**src/hw/rtl/swbc_pkg.sv**
```systemverilog
// shared definitions for the stack with bidirectional cursor
// action codes and the command/status bundles between controller and datapath
// no dependencies
package swbc_pkg;

  localparam int ACTION_W = 3;

  localparam logic [ACTION_W-1:0] ACT_PUSH    = 3'd0;
  localparam logic [ACTION_W-1:0] ACT_POP     = 3'd1;
  localparam logic [ACTION_W-1:0] ACT_CLEAR   = 3'd2;
  localparam logic [ACTION_W-1:0] ACT_MOVE    = 3'd3;
  localparam logic [ACTION_W-1:0] ACT_REWIND  = 3'd4;
  localparam logic [ACTION_W-1:0] ACT_SET_DIR = 3'd5;

  typedef struct packed {
    logic accept;     // request transfer this cycle
    logic load_read;  // capture memory read data into the result register
  } swbc_cmd_t;

  typedef struct packed {
    logic read_needed;  // the offered action returns a stored word
  } swbc_stat_t;

endpackage

```
**src/hw/rtl/swbc_ctrl.sv**
```systemverilog
// controller: accept handshake, read wait state and result valid flag
// depends on swbc_pkg
module swbc_ctrl (
  input  logic                 clk,
  input  logic                 rst,
  input  logic                 req_valid,
  output logic                 req_ready,
  output logic                 rsp_valid,
  input  logic                 rsp_ready,
  input  swbc_pkg::swbc_stat_t stat,
  output swbc_pkg::swbc_cmd_t  cmd
);
  import swbc_pkg::*;

  localparam logic [0:0] IDLE = 1'b0;
  localparam logic [0:0] READ = 1'b1;

  logic [0:0] state;
  logic [0:0] state_next;
  logic       rsp_valid_next;

  // a new request may come in when idle and the result slot is empty or being drained
  assign req_ready     = (state == IDLE) && (!rsp_valid || rsp_ready);
  assign cmd.accept    = req_valid && req_ready;
  assign cmd.load_read = (state == READ);

  always_comb begin
    state_next     = state;
    rsp_valid_next = rsp_valid;
    unique case (state)
      IDLE: begin
        if (cmd.accept) begin
          state_next     = stat.read_needed ? READ : IDLE;
          rsp_valid_next = !stat.read_needed;
        end else if (rsp_ready) begin
          rsp_valid_next = 1'b0;
        end
      end
      READ: begin
        // slot is always free here: it was empty or drained at accept
        state_next     = IDLE;
        rsp_valid_next = 1'b1;
      end
      default: begin
        state_next     = IDLE;
        rsp_valid_next = 1'b0;
      end
    endcase
  end

  always_ff @(posedge clk) begin
    if (rst) begin
      state     <= IDLE;
      rsp_valid <= 1'b0;
    end else begin
      state     <= state_next;
      rsp_valid <= rsp_valid_next;
    end
  end

endmodule

```
**config.mk**
```make
export PLATFORM = sky130hd
export DESIGN_NAME = swbc_ctrl
export DESIGN_NICKNAME = d
export VERILOG_FILES = /design/src/hw/rtl/swbc_pkg.sv /design/src/hw/rtl/swbc_ctrl.sv
export SDC_FILE = /design/constraint.sdc
export NUM_CORES = 1
export LEC_CHECK = 0
export ABC_AREA = 1
export BUFFER_PORTS_ARGS = -buffer_cell sky130_fd_sc_hd__buf_2
export CAP_MARGIN = 0
export CORE_AREA = 2 2 39 41
export DETAILED_ROUTE_END_ITERATION = 8
export DIE_AREA = 0 0 41 43
export SYNTH_ARGS = -nofsm -noshare
export SYNTH_HDL_FRONTEND = slang
export SYNTH_SLANG_ARGS = --single-unit
```
**constraint.sdc**
```tcl
create_clock -name clk -period 1.6 [get_ports clk]
set_input_delay 0.48 -clock clk [delete_from_list [all_inputs] [get_ports clk]]
set_output_delay 0.48 -clock clk [all_outputs]
set_load 0.01 [all_outputs]
```
==> summary.md <==
| Metric | Value |
|---|---|
| Dpl hpwl | 206 um |
| Worst path cell trace | buf_2 -> inv_1 -> nand2_2 -> nand2_2 -> nor2_1 -> buf_2 |
| Non-Filler Instances | 44 |
| WL/cell | 5.55 um |
| Cell internal pwr | 149 uW |
| Die ar. | 0.00176 mm^2 |
| Nets@finish | 35 |
| DRT Pass-1 Iters | 1 |
| Synth Net Count | 23 |
| #FFs+latches synth | 2 |
| RePlAce Congestion | 0.524 |
| CTS tree | built |
| Crit-path max cell delay | 130 ps |
| Residual DRC | 0 |
| Ports | 9 |
| DRT iter0 DRCs | 0 |
| Gr usage total | 3.90% |
| Area grow syn2layout | 64.5% |
| Switch share | 23.0% |
| Vias after detailed routing | 128 |
| Detailed Route WL | 244 um |
| GRT overflow | 0 |
| Maximum buffer depth of the clock tree | 2 |
| Delay-heaviest family, CP | buffers and inverters |
| First-pass GRT wire length | 345 um |
| NetSw | 44.4 uW |
| Placed cells | 41 |
| Crit Path Max Fanout | 3 |
| Setup TNS | 0 ps |
| Power density over the cells | 1010 mW/mm^2 |
| Reg2Reg Depth | 4 |
| Final setup violating endpoints | 0 |
| Unrepaired setup endpoints after global routing | false |
| CTS Sinks | 2 |
| Status | completed |
| Port bufs | 8 |
| Final Cell Area | 191 um^2 |
| Die H | 43 um |
| Number of vias per cell | 2.91 |
| Min Tclk post-route | 1410 ps |
| Commonest cells after routing, fill and taps aside | buf_2, inv_1, nand2_1, clkbuf_4 |
| Share of cells above drive strength 1 | 50.0% |
| Core area | 0.00138 mm^2 |
| Post-CTS setup repair buffer count | 0 |
| Final hold vios | 0 |
| Die width | 41 um |
| Worst slew margin | 92.8% |
| CP Class | input port to output pin |
| Yosys Warn Count | 0 |
| CTS clk-pin slew, worst paths | 30 ps |
| P_leak | 0.000118 uW |
| Cell Area, Synth | 116 um^2 |
| WP buf/inv | 3 |
| Clock Latency Late Sink | 220 ps |
| Hold buffers post-CTS | 0 |
| Arr. time, crit path | 930 ps |
| Tcrit/Tclk final | 88.0% |
| H-tree levels | 1 |
| Initial antenna violation count | 0 |
| FP Rows | 14 |
| Combinational Power Share | 15.0% |
| Commonest non-fill, non-tap cell in the layout | buf_2 |
| TritonCTS buffer count | 3 |
| Largest net degree at the start of global routing | 4 |
| WP depth | 6 |
| Antenna cell count | 0 |
| Hold depth | 4 |
| Peak supply drop | 0.0862 mV |
| Area after DPL | 169 um^2 |
| Clock Power Share | 56.6% |
| Critical Path Start Type | input port |
| Syn avg cell area | 6.46 um^2 |
| Hold WC Path Type | input port to flip-flop |
| CTS Root Cell | clkbuf_4 |
| Slowest cell on crit path | buf_2 |
| Initial Util | 8.41% |
| Critical Path RT | 1120 ps |
| Seq pwr share | 28.3% |
| Max-slew violations | 0 |
| Cell count after synthesis | 18 |
| Vias in the first global route | 130 |
| F_max | 711 MHz |
| Routed Antenna Nets | 0 |
| Post-CTS sizing | 0 |
| Max cap viols | 0 |
| Post-synthesis sequential area ratio | 34.4% |
| Library cells used by synthesis | 8 |
| Clock skew | 2.31 ps |
| Final core occ | 13.8% |
| Worst-margin pin slew | 108 ps |
| CP Capture Type | output pin |
[area by class of cell]
type | count | area [um^2]
fill | 160 | 1190
multi-input combinational | 8 | 42.5
sequential | 2 | 40.0
timing repair buffer | 8 | 40.0
inverter | 7 | 26.3
clock buffer | 3 | 22.5
tap | 16 | 20.0
[worst register-to-register path, cell delays in order (launching register included)]
cell     delay [ps]
dfxtp_1         300
inv_1            70
nand3_1          80
nand2_1          60
inv_1            30
[registers in the layout (all words and copies together), names as in the netlist]
register and cells:
state 1, rsp_valid 1
[metal layers]
metal	up-vias	routed length (um)	track usage, %
met4	0	19	12.0
met3	2	18	0
li1	69	-	-
met1	51	72	1.59
met2	6	133	5.00
met5	-	0	0
[final timing paths]
kind / from / end / slack (ps)
max: rsp_ready / cmd[1] / 190
min: rst / rsp_valid / 510
max reg2reg: state / rsp_valid / 950
min reg2reg: state / state / 540
[cell families (layout without fill, tap and decap cells)]
kind of cell | Yosys count | after routing | synth area share, %
and+or+nand+nor | 8 | 8 | 36.5
DFF | 2 | 2 | 34.4
buffers and inverters | 8 | 18 | 29.0
[synth_stat cells]
master | n | share of area, %
nand2_2 | 2 | 11
nor3_2 | 1 | 8.6
buf_4 | 1 | 6.5
inv_1 | 7 | 23
dfxtp_1 | 2 | 34
nand2_1 | 3 | 9.7
nor2_1 | 1 | 3.2
nand3_1 | 1 | 4.3
[power by group through the flow]
stage | combinational, uW | clock, uW | sequential, uW
after global routing | 33.8 | 119 | 54.9
after CTS | 29.7 | 117 | 54.8
final | 29.1 | 110 | 54.8
after detailed placement | 29.6 | 0 | 55.5
after floorplan | 17.0 | 0 | 56.2
after global placement | 29.3 | 0 | 55.3
[stage by stage]
step | setup WS [ps] | power, uW | hold WS (ps)
global placement | 192 | 84.6 | 539
CTS | 183 | 202 | 509
floorplan | 334 | 73.2 | 515
detailed placement | 184 | 85.1 | 541
global route | 137 | 208 | 526
finish | 193 | 193 | 511
Power figures use the tool's default switching activity.
